## src/sfa_pkg.sv

```systemverilog
// Shared types and constants for the slab flag allocator.
// No dependencies; imported by slab_flag_allocator_top.
package sfa_pkg;

  localparam int ADDR_BITS       = 48;
  localparam int CFG_DATA_W      = 48;
  localparam int CFG_IDX_W       = 2;
  localparam int FREE_OUT_W      = 7;
  localparam int FREE_OUT_MAX    = 127;
  localparam int MAX_SLABS_DEF   = 64;
  localparam int ROW_BITS        = 8;
  localparam int ROW_LOG2        = 3;
  localparam int LOG2_W          = 6;

  localparam logic [LOG2_W-1:0] SLAB_LOG2_RESET = 6'd32;
  localparam logic [LOG2_W-1:0] SLAB_LOG2_MIN   = 6'd12;
  localparam logic [LOG2_W-1:0] SLAB_LOG2_MAX   = 6'd40;

  typedef enum logic [1:0] {
    OP_ALLOC = 2'd0,
    OP_FREE  = 2'd1,
    OP_CHECK = 2'd2,
    OP_NONE  = 2'd3
  } op_t;

  typedef enum logic [1:0] {
    STS_OK           = 2'd0,
    STS_NONE_FREE    = 2'd1,
    STS_NOT_ALLOC    = 2'd2,
    STS_OUT_OF_RANGE = 2'd3
  } status_t;

  typedef enum logic [CFG_IDX_W-1:0] {
    CFG_BASE      = 2'd0,
    CFG_REGION    = 2'd1,
    CFG_SLAB_LOG2 = 2'd2,
    CFG_ENABLE    = 2'd3
  } cfg_idx_t;

  typedef enum logic [3:0] {
    S_IDLE,
    S_PREP,
    S_SCAN_RD,
    S_SCAN_CHK,
    S_ALLOC_ADDR,
    S_FREE_IDX,
    S_FREE_RD,
    S_FREE_CHK,
    S_CHECK,
    S_RESP
  } state_t;

endpackage

```

## src/slab_flag_allocator_top.sv

```systemverilog
// Slab flag allocator: first-fit slab allocation over a used-flag bitmap.
// Depends on sfa_pkg (types, register indexes, constants).
// Throughput: one item at a time; the next beat is taken back in S_IDLE once
//   the result is registered and no free-count reload is pending. The flag RAM port
//   (one row read or written per cycle) sets the allocate scan time.
// Reset (rst_n low, synchronous) and writes to base, region or slab size invalidate all
//   flag rows at once and have the free count reloaded in S_IDLE; no clearing pass.
module slab_flag_allocator_top #(
  parameter int MAX_SLABS = sfa_pkg::MAX_SLABS_DEF
) (
  input  logic                             clk,
  input  logic                             rst_n,
  // config write channel
  input  logic                             cfg_valid,
  output logic                             cfg_ready,
  input  logic [sfa_pkg::CFG_IDX_W-1:0]    cfg_index,
  input  logic [sfa_pkg::CFG_DATA_W-1:0]   cfg_data,
  // request stream
  input  logic                             in_tvalid,
  output logic                             in_tready,
  input  logic [47:0]                      in_tdata,   // [47:0] address
  input  logic [1:0]                       in_tuser,   // [1:0] operation
  // result stream
  output logic                             out_tvalid,
  input  logic                             out_tready,
  output logic [55:0]                      out_tdata,  // [47:0] slab_address,
                                                       // [54:48] free_slabs, [55] in_region
  output logic [1:0]                       out_tuser   // [1:0] status
);
  import sfa_pkg::*;

  localparam int NROWS = (MAX_SLABS + ROW_BITS - 1) / ROW_BITS;
  localparam int ROW_W = (NROWS > 1) ? $clog2(NROWS) : 1;
  localparam int CNT_W = $clog2(MAX_SLABS + 1);
  localparam int EXT_W = ROW_W + ROW_LOG2 + 1;  // slab index plus one spare bit

  // config registers
  logic [ADDR_BITS-1:0] base_r, region_r;
  logic [LOG2_W-1:0]    log2_r;
  logic                 en_r;
  logic                 reload_r, reload_nxt;

  // sequencer state
  state_t               state_r, state_nxt;
  op_t                  op_r, op_nxt;
  logic [ADDR_BITS-1:0] addr_r, addr_nxt;
  logic [ADDR_BITS-1:0] diff_r, diff_nxt;
  logic                 lt_base_r, lt_base_nxt;
  logic [CNT_W-1:0]     cnt_r, cnt_nxt;
  logic [CNT_W-1:0]     free_count_r, free_count_nxt;
  logic [ROW_W-1:0]     row_ptr_r, row_ptr_nxt;
  logic [ROW_LOG2-1:0]  bit_r, bit_nxt;

  // pending result
  logic [ADDR_BITS-1:0] res_addr_r, res_addr_nxt;
  status_t              res_status_r, res_status_nxt;
  logic                 res_inreg_r, res_inreg_nxt;

  // output register
  logic                  out_valid_r, out_valid_nxt;
  logic [ADDR_BITS-1:0]  out_addr_r, out_addr_nxt;
  logic [FREE_OUT_W-1:0] out_free_r, out_free_nxt;
  logic                  out_inreg_r, out_inreg_nxt;
  status_t               out_status_r, out_status_nxt;

  // flag RAM: one row of ROW_BITS flags per word, per-row valid bits
  logic [ROW_BITS-1:0] flag_mem [NROWS];
  logic [NROWS-1:0]    row_vld_r;
  logic [ROW_BITS-1:0] mem_q_r;
  logic                vld_q_r;
  logic                mem_we;
  logic [ROW_BITS-1:0] mem_wdata;
  logic [ROW_BITS-1:0] row_data;

  // shared datapath: one adder/subtractor and one right shifter
  logic [ADDR_BITS-1:0] alu_a, alu_b;
  logic                 alu_sub;
  logic [ADDR_BITS:0]   alu_sum;
  logic [ADDR_BITS-1:0] sh_in, sh_out;
  logic [LOG2_W-1:0]    eff_lg;
  logic [CNT_W-1:0]     cnt_calc;
  logic [ADDR_BITS-1:0] slab_off;

  // first-free search within the current row
  logic [ROW_BITS-1:0]  cand;
  logic                 hit;
  logic [ROW_LOG2-1:0]  hit_bit;
  logic                 last_row;
  logic [EXT_W-1:0]     cnt_ext, next_start;

  logic cfg_we, region_we;

  assign cfg_ready = 1'b1;
  assign cfg_we    = cfg_valid & cfg_ready;
  // base, region and slab-size writes restart the region
  assign region_we = cfg_we && (cfg_idx_t'(cfg_index) != CFG_ENABLE);

  // slab size clamped to the supported range
  always_comb begin
    if (log2_r < SLAB_LOG2_MIN) begin
      eff_lg = SLAB_LOG2_MIN;
    end else if (log2_r > SLAB_LOG2_MAX) begin
      eff_lg = SLAB_LOG2_MAX;
    end else begin
      eff_lg = log2_r;
    end
  end

  assign alu_sum  = {1'b0, alu_a} + {1'b0, (alu_sub ? ~alu_b : alu_b)}
                  + (ADDR_BITS+1)'(alu_sub);
  assign sh_in    = (state_r == S_FREE_IDX) ? diff_r : region_r;
  assign sh_out   = sh_in >> eff_lg;
  assign cnt_calc = (sh_out >= ADDR_BITS'(MAX_SLABS)) ? CNT_W'(MAX_SLABS) : CNT_W'(sh_out);
  assign slab_off = ADDR_BITS'({row_ptr_r, bit_r}) << eff_lg;

  assign row_data = vld_q_r ? mem_q_r : '0;

  assign cnt_ext    = EXT_W'(cnt_r);
  // first slab index of the next row
  assign next_start = {1'b0, row_ptr_r, ROW_LOG2'(0)} + EXT_W'(ROW_BITS);
  assign last_row   = (next_start >= cnt_ext);

  // free slabs in this row that also lie below the slab count
  always_comb begin
    for (int b = 0; b < ROW_BITS; b++) begin
      cand[b] = !row_data[b] && (EXT_W'({row_ptr_r, ROW_LOG2'(b)}) < cnt_ext);
    end
  end

  always_comb begin
    hit     = 1'b0;
    hit_bit = '0;
    for (int b = ROW_BITS - 1; b >= 0; b--) begin
      if (cand[b]) begin
        hit     = 1'b1;
        hit_bit = ROW_LOG2'(b);
      end
    end
  end

  // sequencer: next state, datapath steering and result capture
  always_comb begin
    state_nxt      = state_r;
    op_nxt         = op_r;
    addr_nxt       = addr_r;
    diff_nxt       = diff_r;
    lt_base_nxt    = lt_base_r;
    cnt_nxt        = cnt_r;
    row_ptr_nxt    = row_ptr_r;
    bit_nxt        = bit_r;
    free_count_nxt = free_count_r;
    reload_nxt     = reload_r;
    res_addr_nxt   = res_addr_r;
    res_status_nxt = res_status_r;
    res_inreg_nxt  = res_inreg_r;
    out_valid_nxt  = out_valid_r & ~out_tready;
    out_addr_nxt   = out_addr_r;
    out_free_nxt   = out_free_r;
    out_inreg_nxt  = out_inreg_r;
    out_status_nxt = out_status_r;
    mem_we         = 1'b0;
    mem_wdata      = row_data;
    alu_a          = addr_r;
    alu_b          = base_r;
    alu_sub        = 1'b1;
    in_tready      = 1'b0;

    unique case (state_r)
      S_IDLE: begin
        in_tready = !reload_r;
        if (reload_r) begin
          free_count_nxt = cnt_calc;
          reload_nxt     = 1'b0;
        end else if (in_tvalid) begin
          op_nxt    = op_t'(in_tuser);
          addr_nxt  = in_tdata;
          state_nxt = S_PREP;
        end
      end
      S_PREP: begin
        // addr - base, slab count from region size
        diff_nxt       = alu_sum[ADDR_BITS-1:0];
        lt_base_nxt    = !alu_sum[ADDR_BITS];
        cnt_nxt        = cnt_calc;
        row_ptr_nxt    = '0;
        res_addr_nxt   = '0;
        res_status_nxt = STS_OK;
        res_inreg_nxt  = 1'b0;
        unique case (op_r)
          OP_ALLOC: begin
            if (free_count_r == '0) begin
              res_status_nxt = STS_NONE_FREE;
              state_nxt      = S_RESP;
            end else begin
              state_nxt = S_SCAN_RD;
            end
          end
          OP_FREE:  state_nxt = S_FREE_IDX;
          OP_CHECK: state_nxt = S_CHECK;
          OP_NONE:  state_nxt = S_RESP;
        endcase
      end
      S_SCAN_RD: begin
        state_nxt = S_SCAN_CHK;
      end
      S_SCAN_CHK: begin
        if (hit) begin
          bit_nxt        = hit_bit;
          mem_we         = 1'b1;
          mem_wdata      = row_data | (ROW_BITS'(1) << hit_bit);
          free_count_nxt = free_count_r - CNT_W'(1);
          state_nxt      = S_ALLOC_ADDR;
        end else if (last_row) begin
          res_status_nxt = STS_NONE_FREE;
          state_nxt      = S_RESP;
        end else begin
          row_ptr_nxt = row_ptr_r + ROW_W'(1);
          state_nxt   = S_SCAN_RD;
        end
      end
      S_ALLOC_ADDR: begin
        alu_a        = base_r;
        alu_b        = slab_off;
        alu_sub      = 1'b0;
        res_addr_nxt = alu_sum[ADDR_BITS-1:0];
        state_nxt    = S_RESP;
      end
      S_FREE_IDX: begin
        if (lt_base_r || (sh_out >= ADDR_BITS'(cnt_r))) begin
          res_status_nxt = STS_OUT_OF_RANGE;
          state_nxt      = S_RESP;
        end else begin
          row_ptr_nxt = ROW_W'(sh_out >> ROW_LOG2);
          bit_nxt     = sh_out[ROW_LOG2-1:0];
          state_nxt   = S_FREE_RD;
        end
      end
      S_FREE_RD: begin
        state_nxt = S_FREE_CHK;
      end
      S_FREE_CHK: begin
        if (!row_data[bit_r]) begin
          res_status_nxt = STS_NOT_ALLOC;
        end else begin
          mem_we         = 1'b1;
          mem_wdata      = row_data & ~(ROW_BITS'(1) << bit_r);
          free_count_nxt = free_count_r + CNT_W'(1);
        end
        state_nxt = S_RESP;
      end
      S_CHECK: begin
        // (addr - base) < region_bytes
        alu_a         = diff_r;
        alu_b         = region_r;
        res_inreg_nxt = en_r & !lt_base_r & !alu_sum[ADDR_BITS];
        state_nxt     = S_RESP;
      end
      S_RESP: begin
        if (!out_valid_r || out_tready) begin
          out_valid_nxt  = 1'b1;
          out_addr_nxt   = res_addr_r;
          out_status_nxt = res_status_r;
          out_inreg_nxt  = res_inreg_r;
          out_free_nxt   = (32'(free_count_r) > 32'(FREE_OUT_MAX)) ?
                           FREE_OUT_W'(FREE_OUT_MAX) : FREE_OUT_W'(free_count_r);
          state_nxt      = S_IDLE;
        end
      end
      default: state_nxt = S_IDLE;
    endcase
  end

  // state register and control
  always_ff @(posedge clk) begin
    if (!rst_n) begin
      state_r      <= S_IDLE;
      out_valid_r  <= 1'b0;
      free_count_r <= '0;
      reload_r     <= 1'b1;
      row_vld_r    <= '0;
      base_r       <= '0;
      region_r     <= '0;
      log2_r       <= SLAB_LOG2_RESET;
      en_r         <= 1'b0;
    end else begin
      state_r      <= state_nxt;
      out_valid_r  <= out_valid_nxt;
      free_count_r <= free_count_nxt;
      reload_r     <= reload_nxt | region_we;
      if (region_we) begin
        row_vld_r <= '0;
      end else if (mem_we) begin
        row_vld_r[row_ptr_r] <= 1'b1;
      end
      if (cfg_we) begin
        unique case (cfg_idx_t'(cfg_index))
          CFG_BASE:      base_r   <= cfg_data[ADDR_BITS-1:0];
          CFG_REGION:    region_r <= cfg_data[ADDR_BITS-1:0];
          CFG_SLAB_LOG2: log2_r   <= cfg_data[LOG2_W-1:0];
          CFG_ENABLE:    en_r     <= cfg_data[0];
        endcase
      end
    end
  end

  // payload registers
  always_ff @(posedge clk) begin
    op_r         <= op_nxt;
    addr_r       <= addr_nxt;
    diff_r       <= diff_nxt;
    lt_base_r    <= lt_base_nxt;
    cnt_r        <= cnt_nxt;
    row_ptr_r    <= row_ptr_nxt;
    bit_r        <= bit_nxt;
    res_addr_r   <= res_addr_nxt;
    res_status_r <= res_status_nxt;
    res_inreg_r  <= res_inreg_nxt;
    out_addr_r   <= out_addr_nxt;
    out_free_r   <= out_free_nxt;
    out_inreg_r  <= out_inreg_nxt;
    out_status_r <= out_status_nxt;
  end

  // flag RAM, registered read at the row pointer
  always_ff @(posedge clk) begin
    if (mem_we) begin
      flag_mem[row_ptr_r] <= mem_wdata;
    end
    mem_q_r <= flag_mem[row_ptr_r];
    vld_q_r <= row_vld_r[row_ptr_r];
  end

  assign out_tvalid = out_valid_r;
  assign out_tdata  = {out_inreg_r, out_free_r, out_addr_r};
  assign out_tuser  = out_status_r;

endmodule
```

## config.mk

```make
export PLATFORM = sky130hd
export DESIGN_NAME = slab_flag_allocator_top
export DESIGN_NICKNAME = d
export VERILOG_FILES = /design/src/sfa_pkg.sv /design/src/slab_flag_allocator_top.sv
export SDC_FILE = /design/constraint.sdc
export NUM_CORES = 1
export LEC_CHECK = 0
export ABC_CLOCK_PERIOD_IN_PS = 7580
export BUFFER_PORTS_ARGS = -buffer_cell sky130_fd_sc_hd__buf_4
export CORE_ASPECT_RATIO = 0.75
export CORE_MARGIN = 2
export CORE_UTILIZATION = 60
export DETAILED_ROUTE_END_ITERATION = 6
export PLACE_DENSITY = 0.84
export SLEW_MARGIN = 20
export SYNTH_ARGS = -nofsm -noshare
export SYNTH_HDL_FRONTEND = slang
export SYNTH_SLANG_ARGS = --single-unit
```

## constraint.sdc

```tcl
create_clock -name clk -period 7.58 [get_ports clk]
set_input_delay 0.758 -clock clk [delete_from_list [all_inputs] [get_ports clk]]
set_output_delay 0.758 -clock clk [all_outputs]
set_load 0.02 [all_outputs]
```

==> results.py <==
metrics = {
    "status": {
        "status": "complete, no violations",
    },
    "global_route": {
        "globalRoute.busiestLayer": "met2",
        "gr-usage-all-layers_pct": 35.9,
        "grt_start_max_net_pins": 77,
        "global_route.overflow_total": 0,
        "grt_use_met1_pct": 52.7,
        "use_met2_pct": 52.8,
        "first_global_vias": 19200,
        "antenna_found_initial": 0,
        "first_pass_grt_wire_length_mm": 112,
        "grt_util_met3_pct": 9.20,
    },
    "sta": {
        "clock.fmax_mhz": 145,
        "final.setup_skew_ps": 37.0,
        "timing.final.max_slew_violations": 0,
        "finalHoldViolations": 0,
        "min_period_over_period_pct": 90.9,
        "setup_total_negative_slack_ps": 0,
        "finalSetupViolations": 0,
        "worst_pin_slew_ps": 1130,
        "setup_repair_after_global_routing_missed_its_margin": "no",
        "slew_headroom_pct": 24.4,
        "period_minus_slack_ps": 6890,
    },
    "die": {
        "die_h_um": 175,
        "dieArea_um2": 40500,
        "std_cell_core_area_um2": 38300,
        "floorplan.initialDensity_pct": 60.9,
        "ioPinCount": 166,
        "rows": 62,
        "chipWidth_um": 232,
    },
    "final_layout": {
        "area_delta_synth_final_pct": 12.6,
        "num_antenna_cells": 0,
        "fin_area_um2": 26300,
        "nets": 2654,
        "nFillCells": 2926,
        "drive_gt1_share_pct": 13.6,
    },
    "placed_design": {
        "dp.final_hpwl_mm": 52.5,
        "gp_routability_congestion": 1.01,
        "dpl-instance-area_um2": 25000,
        "placement.io_buffers": 164,
    },
    "yosys": {
        "syn_inst": 2379,
        "synthFlopType": "sky130_fd_sc_hd__edfxtp_1",
        "number_of_distinct_library_cells_after_synthesis": 92,
        "seq_area_frac_synth_pct": 48.0,
        "yosys.area.top_type": "sky130_fd_sc_hd__edfxtp_1",
        "ys_ff_latch": 418,
        "asyncSetResetFlopFracSynth_pct": 0,
        "avgSynthCellArea_um2": 9.82,
        "netlist_top_cells_area": "sky130_fd_sc_hd__edfxtp_1, sky130_fd_sc_hd__dfxtp_1, sky130_fd_sc_hd__nand2_1",
        "synth_enable_flop_cells": 285,
        "synth_top_area_share_pct": 36.6,
        "synth_warnings": 0,
        "synth.cell_area_um2": 23400,
        "synth_nets": 2554,
    },
    "clock_tree": {
        "cts_inserted_buffers": 39,
        "clkLatencyLatePin_ps": 570,
        "htree_levels": 2,
        "maximum_buffer_depth_of_the_clock_tree": 3,
        "tritoncts_clock_tree": "yes",
        "path_clk_slew_ps": 70,
        "cts_root_buf": "sky130_fd_sc_hd__clkbuf_16",
        "postCtsSetupBuffers": 0,
        "cts-resized-gates": 0,
        "cts_hold_repair.buffers": 0,
        "clock-sinks": 418,
    },
    "power": {
        "totalPowerFinal_mw": 8.79,
        "leakagePower_nw": 10.0,
        "p_int_mw": 5.37,
        "clock_power_share_pct": 22.5,
        "comb_power_share_pct": 40.2,
        "switching_share_pct": 38.9,
        "max-vdd-ir-drop_uv": 221,
        "switchingPower_mw": 3.42,
        "part_of_the_power_in_registers_pct": 37.3,
        "power_density_nw_per_um2": 334,
    },
    "drt": {
        "detailroute.via_count": 20000,
        "drt_pass1_iterations": 6,
        "route.antenna.remaining_nets": 0,
        "post_drt_via_cell_ratio": 6.60,
        "drc_markers": 0,
        "drc_violation_total_after_the_first_tritonroute_iteration": 2506,
        "route.detailed.wl_per_inst_um": 24.6,
        "drt_wirelength_mm": 74.3,
    },
    "critical_path": {
        "start_kind": "flip-flop",
        "path_common_cell": "sky130_fd_sc_hd__a21oi_1",
        "worst_setup_path_end_kind": "flip-flop",
        "path_max_fanout": 25,
        "cp_num_buf_inv": 1,
        "criticalPathCategory": "reg2reg",
        "worst_path_dominant_cell_family": "compound AO/OA/AOI/OAI gates",
        "required_ps": 7870,
        "crit_path_max_incr_delay_ps": 830,
        "critical_path.slowest_cell": "sky130_fd_sc_hd__o21ai_0",
        "sequence_of_cells_on_the_critical_path": "a211o_1 -> nand3_2 -> buf_4 -> mux2i_1 -> a21oi_1 -> o21ai_0 -> a211o_1 -> ha_1 -> a21o_1 -> a21o_1 -> a221o_1 -> a221o_1 -> a21oi_1 -> o221ai_1 -> a21oi_1 -> o311a_1 -> o21ai_1 -> xor2_1 -> and2_1",
        "data_arrival_time_at_the_worst_slack_endpoint_ps": 7180,
    },
    "min_path": {
        "min_path_type": "in2reg",
    },
    "job": {
        "timing.max_cap.violations": 0,
    },
}
## path summary, 6_finish.rpt
check,startpoint,end,slack (ps),cells past startpoint
hold / removal,in_tdata[3],addr_r[3],370,1
hold reg to reg,res_addr_r[47],out_addr_r[47],410,0
setup / recovery,log2_r[4],res_addr_r[47],690,19
setup reg to reg,log2_r[4],res_addr_r[47],690,19
## worst register-to-register path, delay by kind of cell, from the launching register on
| family | cells | cell delay [ps] |
|---|---|---|
| DFF | 1 | 780 |
| buffers and inverters | 1 | 390 |
| and+or+nand+nor | 2 | 500 |
| xor gates and xnor gates | 1 | 160 |
| muxes | 1 | 470 |
| adders and majority gates | 1 | 310 |
| AOI/OAI and AO/OA | 13 | 4000 |
## power by group through the flow
stage	Clock (mW)	Combinational (mW)	Sequential [mW]
finish	1.98	3.54	3.28
global route	2.06	3.81	3.30
CTS	1.99	3.43	3.26
detailed placement	0	3.40	3.31
global placement	0	3.36	3.30
floorplan	0	2.40	3.21
## cells by family (layout without fill, tap and decap cells)
logic type	count (synthesis)	count (layout)	synth area share, %
muxes	158	158	7.70
AOI/OAI and AO/OA	572	572	17.3
DFF	418	418	48.0
other	1	1	0.0161
xor gates and xnor gates	51	51	1.91
buffers and inverters	193	324	3.37
adders and majority gates	70	70	3.81
and+or+nand+nor	916	916	17.8
## synth_stat cells (12+ instances only)
cell type and number:
sky130_fd_sc_hd__nor3_1 36, sky130_fd_sc_hd__ha_1 68, sky130_fd_sc_hd__xnor2_1 26, sky130_fd_sc_hd__inv_1 38
sky130_fd_sc_hd__o21ai_0 69, sky130_fd_sc_hd__nor2_1 111, sky130_fd_sc_hd__nand2b_1 19, sky130_fd_sc_hd__nand4_1 20
sky130_fd_sc_hd__a21boi_0 99, sky130_fd_sc_hd__and3_1 30, sky130_fd_sc_hd__a21o_1 52, sky130_fd_sc_hd__nor2b_1 22
sky130_fd_sc_hd__o21ai_1 12, sky130_fd_sc_hd__xor2_1 25, sky130_fd_sc_hd__buf_2 15, sky130_fd_sc_hd__mux2i_1 125
sky130_fd_sc_hd__o21a_1 12, sky130_fd_sc_hd__o221ai_1 12, sky130_fd_sc_hd__dfxtp_1 133, sky130_fd_sc_hd__a31oi_1 12
sky130_fd_sc_hd__or3_1 13, sky130_fd_sc_hd__and2_1 56, sky130_fd_sc_hd__buf_1 13, sky130_fd_sc_hd__a21oi_1 87
sky130_fd_sc_hd__clkbuf_1 118, sky130_fd_sc_hd__a211oi_1 21, sky130_fd_sc_hd__o21bai_1 12, sky130_fd_sc_hd__nand2_1 506
sky130_fd_sc_hd__nand3_1 60, sky130_fd_sc_hd__a22oi_1 58, sky130_fd_sc_hd__edfxtp_1 285, sky130_fd_sc_hd__mux2_2 12
sky130_fd_sc_hd__mux4_2 15
## layout make-up
class	count	area (µm²)	share of cell area (%)
inverter	39	146	0.557
tap	512	641	2.44
sequential	418	11200	42.7
clock buffer	50	1060	4.02
clock inverter	22	215	0.818
multi-input combinational	1768	11400	43.4
timing repair buffer	213	1600	6.08
## routing by layer
metal  vias up  share of wire (%)
met5         -                  0
met4         0                2.4
met1      9672                 43
li1       8906                  -
met2      1235                 43
met3       145                 12
## cells in the final DEF (no fill, tap or decap), types with 26 or more instances in the layout
cell	count
sky130_fd_sc_hd__a21boi_0	99
sky130_fd_sc_hd__a21o_1	52
sky130_fd_sc_hd__a21oi_1	87
sky130_fd_sc_hd__a22oi_1	58
sky130_fd_sc_hd__and2_1	55
sky130_fd_sc_hd__and3_1	30
sky130_fd_sc_hd__buf_4	213
sky130_fd_sc_hd__clkbuf_16	40
sky130_fd_sc_hd__dfxtp_1	133
sky130_fd_sc_hd__edfxtp_1	285
sky130_fd_sc_hd__ha_1	68
sky130_fd_sc_hd__inv_1	37
sky130_fd_sc_hd__mux2i_1	125
sky130_fd_sc_hd__nand2_1	505
sky130_fd_sc_hd__nand3_1	59
sky130_fd_sc_hd__nor2_1	107
sky130_fd_sc_hd__nor3_1	33
sky130_fd_sc_hd__o21ai_0	69
sky130_fd_sc_hd__xnor2_1	26
## through the flow
stage | setup WS (ps) | hold slack (ps) | cells | utilization (%)
CTS | 1100 | 363 | 3022 | 68.6
global route | 633 | 363 | 3022 | 68.6
detailed placement | 1180 | 405 | 2950 | 65.3
global placement | 1210 | 401 | 2950 | 65.3
floorplan | 2120 | 400 | 2379 | -
finish | 687 | 372 | 3022 | 68.6
## flip-flops by register name, summed over array words and instances, names as in the netlist, 8 cells and up
name,cells
flag_mem,64
addr_r,48
base_r,48
diff_r,48
out_addr_r,48
region_r,48
res_addr_r,48
mem_q_r,8
row_vld_r,8
No activity file was read; power rests on OpenSTA's default activity.
